--- src/design/sipq_pkg.sv ---
// Shared types and constants for the sorted-insert priority queue.
`timescale 1ns / 1ps
package sipq_pkg;

  localparam int VALUE_W       = 32;
  localparam int STATUS_W      = 2;
  localparam int COUNT_OUT_W   = 5;
  localparam int DEFAULT_DEPTH = 16;

  localparam logic CMD_INSERT = 1'b0;
  localparam logic CMD_POP    = 1'b1;

  localparam logic [STATUS_W-1:0] ST_OK    = 2'd0;
  localparam logic [STATUS_W-1:0] ST_FULL  = 2'd1;
  localparam logic [STATUS_W-1:0] ST_EMPTY = 2'd2;

  // broadcast to every cell each cycle
  typedef struct packed {
    logic               insert;
    logic               pop;
    logic [VALUE_W-1:0] value;
  } ctl_t;

  // per-cell position relative to the entry count
  typedef struct packed {
    logic occupied;
    logic at_tail;
  } cell_stat_t;

endpackage

--- src/design/sipq_if.sv ---
// Valid/ready channel interfaces for requests and results.
`timescale 1ns / 1ps
interface sipq_in_if;
  import sipq_pkg::*;
  logic               valid;
  logic               ready;
  logic               command;
  logic [VALUE_W-1:0] value;
  modport source (output valid, output command, output value, input ready);
  modport sink   (input valid, input command, input value, output ready);
endinterface

interface sipq_out_if;
  import sipq_pkg::*;
  logic                   valid;
  logic                   ready;
  logic [VALUE_W-1:0]     popped_value;
  logic [STATUS_W-1:0]    status;
  logic [COUNT_OUT_W-1:0] entry_count;
  modport source (output valid, output popped_value, output status, output entry_count,
                  input ready);
  modport sink   (input valid, input popped_value, input status, input entry_count,
                  output ready);
endinterface

--- src/design/sipq_cell.sv ---
// One storage cell of the sorted shift-register queue.
`timescale 1ns / 1ps
module sipq_cell (
  input  logic                         clk,
  input  sipq_pkg::ctl_t               ctl,
  input  sipq_pkg::cell_stat_t         stat,
  input  logic                         left_gt,
  input  logic [sipq_pkg::VALUE_W-1:0] left_entry,
  input  logic [sipq_pkg::VALUE_W-1:0] right_entry,
  output logic                         gt,
  output logic [sipq_pkg::VALUE_W-1:0] entry
);
  import sipq_pkg::*;

  logic [VALUE_W-1:0] entry_r;
  logic [VALUE_W-1:0] entry_nxt;

  assign gt    = stat.occupied && ($signed(entry_r) > $signed(ctl.value));
  assign entry = entry_r;

  // insert: cells holding larger values shift right; the first such cell
  // (or the tail cell) takes the new value
  always_comb begin
    entry_nxt = entry_r;
    if (ctl.pop) begin
      entry_nxt = right_entry;
    end else if (ctl.insert) begin
      if (left_gt) begin
        entry_nxt = left_entry;
      end else if (gt || stat.at_tail) begin
        entry_nxt = ctl.value;
      end
    end
  end

  always_ff @(posedge clk) begin
    entry_r <= entry_nxt;
  end

endmodule

--- src/design/sorted_insert_priority_queue.sv ---
// Each accepted request's result is registered into the result register and shown on out_ch.
// Throughput: one request per cycle while results are taken; all cells compare
// with the new value in parallel and shift at once; the result register frees when taken.
// Reset (synchronous, rst_n low): entry count and result valid clear; cell contents
// are left as they are and only read once written.
`timescale 1ns / 1ps
module sorted_insert_priority_queue #(
  parameter int DEPTH = sipq_pkg::DEFAULT_DEPTH
) (
  input logic          clk,
  input logic          rst_n,
  sipq_in_if.sink      in_ch,
  sipq_out_if.source   out_ch
);
  import sipq_pkg::*;

  localparam int CNT_W = $clog2(DEPTH + 1);

  logic [CNT_W-1:0]       count_r, count_nxt;
  logic                   out_valid_r;
  logic [VALUE_W-1:0]     popped_r, popped_nxt;
  logic [STATUS_W-1:0]    status_r, status_nxt;
  logic [COUNT_OUT_W-1:0] ocount_r;

  logic               accept;
  logic               full;
  logic               empty;
  ctl_t               ctl;
  logic [VALUE_W-1:0] entries [DEPTH];
  logic               gts     [DEPTH];

  assign in_ch.ready = !out_valid_r || out_ch.ready;
  assign accept      = in_ch.valid && in_ch.ready;
  assign full        = (count_r == CNT_W'(DEPTH));
  assign empty       = (count_r == '0);

  assign ctl.insert = accept && (in_ch.command == CMD_INSERT) && !full;
  assign ctl.pop    = accept && (in_ch.command == CMD_POP) && !empty;
  assign ctl.value  = in_ch.value;

  for (genvar i = 0; i < DEPTH; i++) begin : g_cell
    localparam logic [CNT_W-1:0] IDX = CNT_W'(i);
    cell_stat_t         stat;
    logic               left_gt;
    logic [VALUE_W-1:0] left_entry;
    logic [VALUE_W-1:0] right_entry;

    assign stat.occupied = IDX < count_r;
    assign stat.at_tail  = IDX == count_r;

    if (i == 0) begin : g_first
      assign left_gt    = 1'b0;
      assign left_entry = '0;
    end else begin : g_mid
      assign left_gt    = gts[i-1];
      assign left_entry = entries[i-1];
    end

    if (i == DEPTH - 1) begin : g_last
      assign right_entry = entries[i];
    end else begin : g_inner
      assign right_entry = entries[i+1];
    end

    sipq_cell u_cell (
      .clk         (clk),
      .ctl         (ctl),
      .stat        (stat),
      .left_gt     (left_gt),
      .left_entry  (left_entry),
      .right_entry (right_entry),
      .gt          (gts[i]),
      .entry       (entries[i])
    );
  end

  always_comb begin
    count_nxt  = count_r;
    popped_nxt = '0;
    status_nxt = ST_OK;
    if (in_ch.command == CMD_INSERT) begin
      if (full) begin
        status_nxt = ST_FULL;
      end else begin
        count_nxt = count_r + CNT_W'(1);
      end
    end else begin
      if (empty) begin
        status_nxt = ST_EMPTY;
      end else begin
        popped_nxt = entries[0];
        count_nxt  = count_r - CNT_W'(1);
      end
    end
  end

  always_ff @(posedge clk) begin
    if (!rst_n) begin
      count_r     <= '0;
      out_valid_r <= 1'b0;
    end else begin
      if (accept) begin
        count_r     <= count_nxt;
        out_valid_r <= 1'b1;
      end else if (out_ch.ready) begin
        out_valid_r <= 1'b0;
      end
    end
  end

  always_ff @(posedge clk) begin
    if (accept) begin
      popped_r <= popped_nxt;
      status_r <= status_nxt;
      ocount_r <= COUNT_OUT_W'({{COUNT_OUT_W{1'b0}}, count_nxt});
    end
  end

  assign out_ch.valid        = out_valid_r;
  assign out_ch.popped_value = popped_r;
  assign out_ch.status       = status_r;
  assign out_ch.entry_count  = ocount_r;

  a_count_bound: assert property (@(posedge clk) disable iff (!rst_n)
    count_r <= CNT_W'(DEPTH))
    else $error("entry count above depth");

  a_insert_grows: assert property (@(posedge clk) disable iff (!rst_n)
    ctl.insert |=> count_r == $past(count_r) + CNT_W'(1))
    else $error("insert did not grow count");

  a_head_sorted: assert property (@(posedge clk) disable iff (!rst_n)
    (count_r >= CNT_W'(2)) |-> !($signed(entries[0]) > $signed(entries[1])))
    else $error("head entries out of order");

  a_empty_pop: assert property (@(posedge clk) disable iff (!rst_n)
    (accept && (in_ch.command == CMD_POP) && empty) |=>
      (out_valid_r && status_r == ST_EMPTY && popped_r == '0))
    else $error("pop on empty not flagged");

endmodule
--- src/flat_wrapper.sv ---
// flat-port wrapper written by rule: the top's interface ports become plain ports
module sorted_insert_priority_queue_flat import sipq_pkg::*;
#(
  parameter int DEPTH = sipq_pkg::DEFAULT_DEPTH
)
  (clk, rst_n, in_ch_valid, in_ch_command, in_ch_value, in_ch_ready, out_ch_valid, out_ch_popped_value, out_ch_status, out_ch_entry_count, out_ch_ready);
  sipq_in_if in_ch_i ();
  sipq_out_if out_ch_i ();
  input logic clk;
  input logic rst_n;
  input wire logic [$bits(in_ch_i.valid)-1:0] in_ch_valid;
  input wire logic [$bits(in_ch_i.command)-1:0] in_ch_command;
  input wire logic [$bits(in_ch_i.value)-1:0] in_ch_value;
  output wire logic [$bits(in_ch_i.ready)-1:0] in_ch_ready;
  output wire logic [$bits(out_ch_i.valid)-1:0] out_ch_valid;
  output wire logic [$bits(out_ch_i.popped_value)-1:0] out_ch_popped_value;
  output wire logic [$bits(out_ch_i.status)-1:0] out_ch_status;
  output wire logic [$bits(out_ch_i.entry_count)-1:0] out_ch_entry_count;
  input wire logic [$bits(out_ch_i.ready)-1:0] out_ch_ready;
  assign in_ch_i.valid = in_ch_valid;
  assign in_ch_i.command = in_ch_command;
  assign in_ch_i.value = in_ch_value;
  assign in_ch_ready = in_ch_i.ready;
  assign out_ch_valid = out_ch_i.valid;
  assign out_ch_popped_value = out_ch_i.popped_value;
  assign out_ch_status = out_ch_i.status;
  assign out_ch_entry_count = out_ch_i.entry_count;
  assign out_ch_i.ready = out_ch_ready;
  sorted_insert_priority_queue #(.DEPTH(DEPTH)) u_core (.clk(clk), .rst_n(rst_n), .in_ch(in_ch_i), .out_ch(out_ch_i));
endmodule
--- config.mk ---
export PLATFORM = sky130hd
export DESIGN_NAME = sorted_insert_priority_queue_flat
export DESIGN_NICKNAME = d
export VERILOG_FILES = /design/src/design/sipq_pkg.sv /design/src/design/sipq_if.sv /design/src/design/sipq_cell.sv /design/src/design/sorted_insert_priority_queue.sv /design/src/flat_wrapper.sv
export SDC_FILE = /design/constraint.sdc
export NUM_CORES = 2
export LEC_CHECK = 0
export ABC_AREA = 1
export ABC_CLOCK_PERIOD_IN_PS = 6800
export BUFFER_PORTS_ARGS = -buffer_cell sky130_fd_sc_hd__buf_4
export CELL_PAD_IN_SITES_DETAIL_PLACEMENT = 0
export CELL_PAD_IN_SITES_GLOBAL_PLACEMENT = 1
export CORE_MARGIN = 4
export CORE_UTILIZATION = 33
export CTS_CLUSTER_DIAMETER = 50
export DETAILED_ROUTE_END_ITERATION = 7
export PLACE_DENSITY = 0.59
export SLEW_MARGIN = 20
export SYNTH_ARGS = -nofsm -noshare
export SYNTH_HDL_FRONTEND = slang
export SYNTH_SLANG_ARGS = --single-unit
--- constraint.sdc ---
create_clock -name clk -period 6.8 [get_ports clk]
set_input_delay 1.02 -clock clk [delete_from_list [all_inputs] [get_ports clk]]
set_output_delay 1.02 -clock clk [all_outputs]
set_load 0.01 [all_outputs]
# Yosys cells after proc, flatten, opt, wreduce, memory -nomap -nowiden
# Cells that the tools add are included.
[op_classes] addsub=2 mul=0 n_div=0 order_cmp=32 n_eq_ne=16 shift=0 mux=69 bitwise_logic=2 reduce_logical=77
[ops] operator="$mux 32" count=61
[ops] operator="$gt 32x32->1" count=16
[ops] operator="$reduce_bool 3->1" count=14
[ops] operator="$eq 4x5->1 const A" count=8
[ops] operator="$lt 4x5->1 const A" count=8
[ops] operator="$reduce_and 2->1" count=15
[ops] operator="$logic_and 1x1->1" count=21
[ops] operator="$eq 3x5->1 const A" count=4
[ops] operator="$lt 3x5->1 const A" count=4
[ops] operator="$logic_or 1x1->1" count=17
[ops] operator="$mux 5" count=3
[ops] operator="$eq 2x5->1 const A" count=2
[ops] operator="$lt 1x5->1 const A" count=2
[ops] operator="$lt 2x5->1 const A" count=2
[ops] operator="$reduce_bool 2->1" count=4
[ops] operator="$add 5x1->5 const B" count=1
[ops] operator="$eq 1x5->1 const A" count=1
[ops] operator="$eq 5x5->1 const B" count=1
[ops] operator="$logic_not 5->1" count=1
[ops] operator="$sub 5x1->5 const B" count=1
[ops] operator="$mux 2" count=2
[ops] operator="$logic_not 1->1" count=3
[ops] operator="$mux 1" count=3
[ops] operator="$reduce_and 3->1" count=1
[ops] operator="other kinds (2)" count=3
[word_totals] regBits=557 latchBits=0 ramBits=0 romBits=0 word_cells=219 memories=0

# Depth between registers and ports, before layout
[depth] ltp_word=7 ltp_mapped=20 depth_no_buf=19

# Modules after synthesis
# A second synthesis with hierarchy kept.
[hier_totals] hier_cells=4989 hier_area_um2=42692.2
[by_module_without_submodules] mod="sipq_cell (u_core.g_cell[0].u_cell ...)" instances=15 cells_per_inst=296 area_per_inst_um2=2528.7 seq_area_each_um2=960.9
[by_module_without_submodules] mod="sipq_cell (u_core.g_cell[15].u_cell)" instances=1 cells_per_inst=296 area_per_inst_um2=2531.2 seq_area_each_um2=960.9
[by_module_without_submodules] mod="sorted_insert_priority_queue" instances=1 cells_per_inst=253 area_per_inst_um2=2230.9 seq_area_each_um2=1291.2

# Worst setup path after synthesis
# Ideal clock, no wire load.
[synth_path] path_kind="input to register" startpoint="in in_ch_value[29]" endpoint="reg u_core.g_cell[0].u_cell.entry_r[0], enable pin" arrival_time_ns=4.763 required_time_ns=6.359 path_slack_ns=1.596 cell_stages=13 n_path_buf=2 cell_sequence="clkinv_1 > clkbuf_1 > ha_1 > a21oi_1 > nor2_1 > nor3_1 > nand2_1 > a21oi_1 > nand3b_1 > nand2_1 > nand2_2 > buf_2 > a31oi_1"
[synth_between] elab_chain_cells=5
[synth_rtl] element="start: declaration" line_no="flat_wrapper.sv:13" rtl="input wire logic [$bits(in_ch_i.value)-1:0] in_ch_value;"
[synth_rtl] element="$gt 32x32->1" line_no="sipq_cell.sv:18" rtl="assign gt = stat.occupied && ($signed(entry_r) > $signed(ctl.value));"
[synth_rtl] element="$logic_and 1x1->1" line_no="sipq_cell.sv:18"
[synth_rtl] element="$logic_or 1x1->1" line_no="sipq_cell.sv:30" rtl="end else if (gt || stat.at_tail) begin"
[synth_rtl] element="$reduce_bool 2->1 (no source line)"
[synth_rtl] element="$reduce_and 2->1 (no source line)"
[synth_rtl] element="end signal: assignment" line_no="sipq_cell.sv:37" rtl="entry_r <= entry_nxt;"
[synth_rtl] element="end: declaration" line_no="sipq_cell.sv:15" rtl="logic [VALUE_W-1:0] entry_r;"
# Every way passes these cells.
# A chain may end at the register's enable or synchronous reset.

# Worst setup path after layout
[layout_path] startpoint="in in_ch_value[2]" endpoint="reg u_core.g_cell[6].u_cell.entry_r[13], enable pin"
[layout_between] elab_chain_cells=5 word_cells_on_any_way=7 classes_between="order compare: 2; reduce/logical: 5"
[layout_rtl] element="$gt 32x32->1" line_no="sipq_cell.sv:18"
[layout_rtl] element="$logic_and 1x1->1" line_no="sipq_cell.sv:18"
[layout_rtl] element="$logic_or 1x1->1" line_no="sipq_cell.sv:30"
[layout_rtl] element="$reduce_bool 3->1 (no source line) *"
[layout_rtl] element="$reduce_and 2->1 (no source line) *"
[layout_rtl] element="end signal: assignment" line_no="sipq_cell.sv:37"
[layout_rtl] element="end: declaration" line_no="sipq_cell.sv:15"
# Every way passes the cells marked *; elsewhere a longest branch is shown, timed or not.

==> results.rst <==
.. list-table::
   :header-rows: 1

   * - Metric
     - Value
   * - Outcome
     - completed
   * - Root buffer selected by CTS
     - clkbuf_16
   * - Routing layer with the top usage in global route
     - met2
   * - Final setup TNS
     - 0 ps
   * - Maximum level of the CTS H-tree
     - 3
   * - Worst-skew pair later-pin latency
     - 720 ps
   * - Final max-slew violation count
     - 0
   * - Routability Congestion
     - 0.836
   * - Final setup violation count
     - 0
   * - Routed vias/inst
     - 5.13
   * - Net count after synthesis
     - 6200
   * - Met3 capacity usage during global routing
     - 0.0262
   * - Hold violation count in the final report
     - 0
   * - Type of the most critical hold path
     - flop to flop
   * - Final WL
     - 160 mm
   * - Util after Layout
     - 0.382
   * - Worst ir drop on vdd
     - 202 µV
   * - TritonCTS buffer count
     - 108
   * - Area inside the core boundary
     - 0.130 mm²
   * - Number of warning messages in the yosys log
     - 0
   * - Total routing usage reported by global routing
     - 0.228
   * - Maximum number of pins on one net before global-route repair
     - 193
   * - Dpl cells
     - 7287
   * - Overall die width
     - 371 µm
   * - Iter 0 DRT Violations
     - 2813
   * - Most frequent cell on the critical path
     - nand2_1
   * - Cell at the slowest stage of the critical path
     - clkinv_1
   * - Top-level port count
     - 78
   * - Final period utilization
     - 0.728
   * - CTS sink count
     - 557
   * - Largest clock skew in the final design
     - 27.0 ps
   * - Largest fanout on the critical path
     - 34
   * - CTS tree
     - yes
   * - Tot Pwr
     - 14.5 mW
   * - Required time reported for the critical path endpoint
     - 7140 ps
   * - Crit path arrival time
     - 5290 ps
   * - Chip Height
     - 371 µm
   * - Quantity of I/O buffers inserted on ports
     - 77
   * - Wire length of the first global-routing pass
     - 243 mm
   * - Router iterations before antenna repair
     - 5
   * - Met2 Resource Use GR
     - 0.385
   * - Post-route minimum period
     - 4950 ps
   * - Global-route congestion overflow total
     - 0
   * - Met1 Use GR
     - 0.308
   * - Headroom to the max-slew limit
     - 0.238
   * - P&R area growth vs syn
     - 14.4%
   * - RSZ-0062 raised after global routing
     - no
   * - Fill cell count
     - 13500
   * - Number of core rows
     - 132
   * - Main flop type after synthesis
     - edfxtp_1
   * - Average cell area after synthesis
     - 7.71 µm²
   * - Number of synthesized flops with an enable pin
     - 551
   * - Portion of the post-synthesis area used by sequential elements
     - 0.383
   * - Effective utilization at floorplan
     - 0.334
   * - DRC Markers
     - 0
   * - Total number of vias
     - 38400
   * - Final antenna-violating net count
     - 0
   * - ANT cells
     - 0
   * - Bufs on Longest Clock Path
     - 3
   * - Leakage Power
     - 23.6 nW
   * - Crit-path cells
     - buf_4 > clkinv_1 > ha_1 > nand2_1 > inv_1 > nand2_1 > nand2_1 > nand2_1 > nand2_1 > nand2_1 > nand2_1 > nand2_1 > nand3_2 > nand3_2 > nand3_1 > nand2_1 > nand2_1 > buf_4
   * - Hold buffer count at cts
     - 0
   * - Type of the worst setup path
     - primary input to flop
   * - Number of post-CTS setup repair buffers
     - 0
   * - Number of antenna violations at the first check in global routing
     - 2
   * - Post-synthesis cell count
     - 5646
   * - WHS
     - 532 ps
   * - Fraction of final layout cells with drive strength greater than 1
     - 0.0818
   * - Slowest Stage Delay on Critical Path
     - 790 ps
   * - Slew @ Worst Pin
     - 1140 ps
   * - Total Die Area
     - 0.138 mm²
   * - Reg area
     - 0.0167 mm²
   * - Max-capacitance violation count
     - 0
   * - HPWL after detailed placement
     - 116 mm
   * - Kind of end point of the critical path
     - flop
   * - Count of state elements after synthesis
     - 557
   * - Routed length per instance
     - 21.4 µm
   * - Count of cells resized by post-cts repair
     - 0
   * - Multi-input combinational cell area
     - 0.0230 mm²
   * - Final cell count without fillers
     - 7488
   * - Clock input transition at the sequential cells of the worst setup and hold paths
     - 50 ps
   * - Power density over cell area
     - 290 mW/mm²
   * - Number of global-route vias before repair
     - 37800
   * - Highest Clock Rate
     - 202 MHz
   * - Element type at the critical path start
     - primary input
   * - Final net count
     - 6209
   * - Library cells used by synthesis
     - 45
   * - Async set-or-reset flop fraction in the synthesized netlist
     - 0
   * - Mapped Area
     - 0.0435 mm²
-- cell type report --
class | count | area share
Sequential cell | 557 | 0.335
Clock inverter | 86 | 0.0206
Inverter | 618 | 0.0468
Timing Repair Buffer | 219 | 0.0363
Tap cell | 1742 | 0.0438
Multi-Input combinational cell | 4151 | 0.463
Clock buffer | 115 | 0.0548
-- flip-flops by register name, indices dropped and copies added (netlist names) --
signal and cells:
u_core.out_ch.popped_value 32, u_core.out_ch.status 2, u_core.out_ch.entry_count 5, u_core.count_r 5, u_core.out_ch.valid 1, u_core.g_cell.u_cell.entry 512
-- cells by family (layout without fill, tap and decap cells) --
logic type | after synthesis | after routing | share of synthesized area
buffers and inverters | 938 | 1038 | 0.0887
AOI/OAI and AO/OA | 456 | 456 | 0.0561
DFF | 557 | 557 | 0.383
adders and majority gates | 517 | 517 | 0.149
xor gates and xnor gates | 4 | 4 | 0.000805
and+or+nand+nor | 3174 | 3174 | 0.323
-- layout by cell type, fill, tap and decap left out, types with 3 or more instances in the layout --
cell type and n:
a21oi_1 291, a21oi_2 9, a22oi_2 4, buf_12 13
buf_4 206, bufinv_16 17, clkbuf_1 7, clkbuf_16 108
clkinv_1 45, clkinv_2 8, clkinv_4 15, clkinvlp_4 15
dfxtp_1 6, edfxtp_1 551, ha_1 517, inv_1 583
inv_6 10, inv_8 6, nand2_1 1938, nand2_2 8
nand3_1 511, nand3_2 25, nand4_1 450, nor2_1 206
nor3_1 15, nor3_2 3, nor4_2 10, o21a_1 33
o21ai_0 105, xor2_1 3
-- cell usage after synthesis (13+ instances only) --
cell type | count | share of area
o21a_1 | 33 | 0.0057
buf_6 | 13 | 0.0034
nand4_1 | 450 | 0.065
o21ai_0 | 105 | 0.012
buf_2 | 111 | 0.013
buf_4 | 27 | 0.0047
nor3_1 | 15 | 0.0017
clkbuf_1 | 159 | 0.014
nand3_1 | 512 | 0.059
edfxtp_1 | 551 | 0.38
ha_1 | 517 | 0.15
nand2_1 | 1938 | 0.17
a21oi_1 | 295 | 0.034
clkinv_1 | 31 | 0.0027
nor2_1 | 207 | 0.018
nand3_2 | 24 | 0.0055
inv_1 | 584 | 0.050
-- power by group --
group / switching [mW] / total, mW / leakage [nW] / internal, mW
combinational: 2.75 / 3.96 / 16.6 / 1.21
clock: 2.07 / 5.65 / 1.79 / 3.58
sequential: 0.388 / 4.85 / 5.19 / 4.46
total: 5.21 / 14.5 / 23.6 / 9.25
-- path summary, 6_finish.rpt --
check | from | slack (ps) | to | cells after the start
max | in_ch_value[2] | 1850 | u_core.g_cell[6].u_cell.entry[13] | 18
min reg2reg | u_core.out_ch.valid | 530 | u_core.out_ch.valid | 2
max reg2reg | u_core.count_r[0] | 2490 | u_core.g_cell[10].u_cell.entry[26] | 11
min | u_core.out_ch.valid | 530 | u_core.out_ch.valid | 2
-- worst max-delay path: cells and delay by family --
family / cells / cell delay [ps]
adder cells (fa/ha/maj): 1 / 680
buffers and inverters: 4 / 1340
AND/OR/NAND/NOR: 13 / 2180
-- per-layer routing --
layer / part of all wire / vias up
met1: 0.46 / 18200
li1: - / 19300
met2: 0.47 / 823
met3: 0.036 / 202
met4: 0.029 / 0
met5: 0 / -
-- stage by stage --
step	setup slack [ps]	instance area, µm²
after floorplan	1600	43500
after global placement	973	46000
after detailed placement	1050	46000
after CTS	1800	49800
after global routing	1480	49800
final	1850	49800
Note: power is estimated with default switching activity, not from simulation.
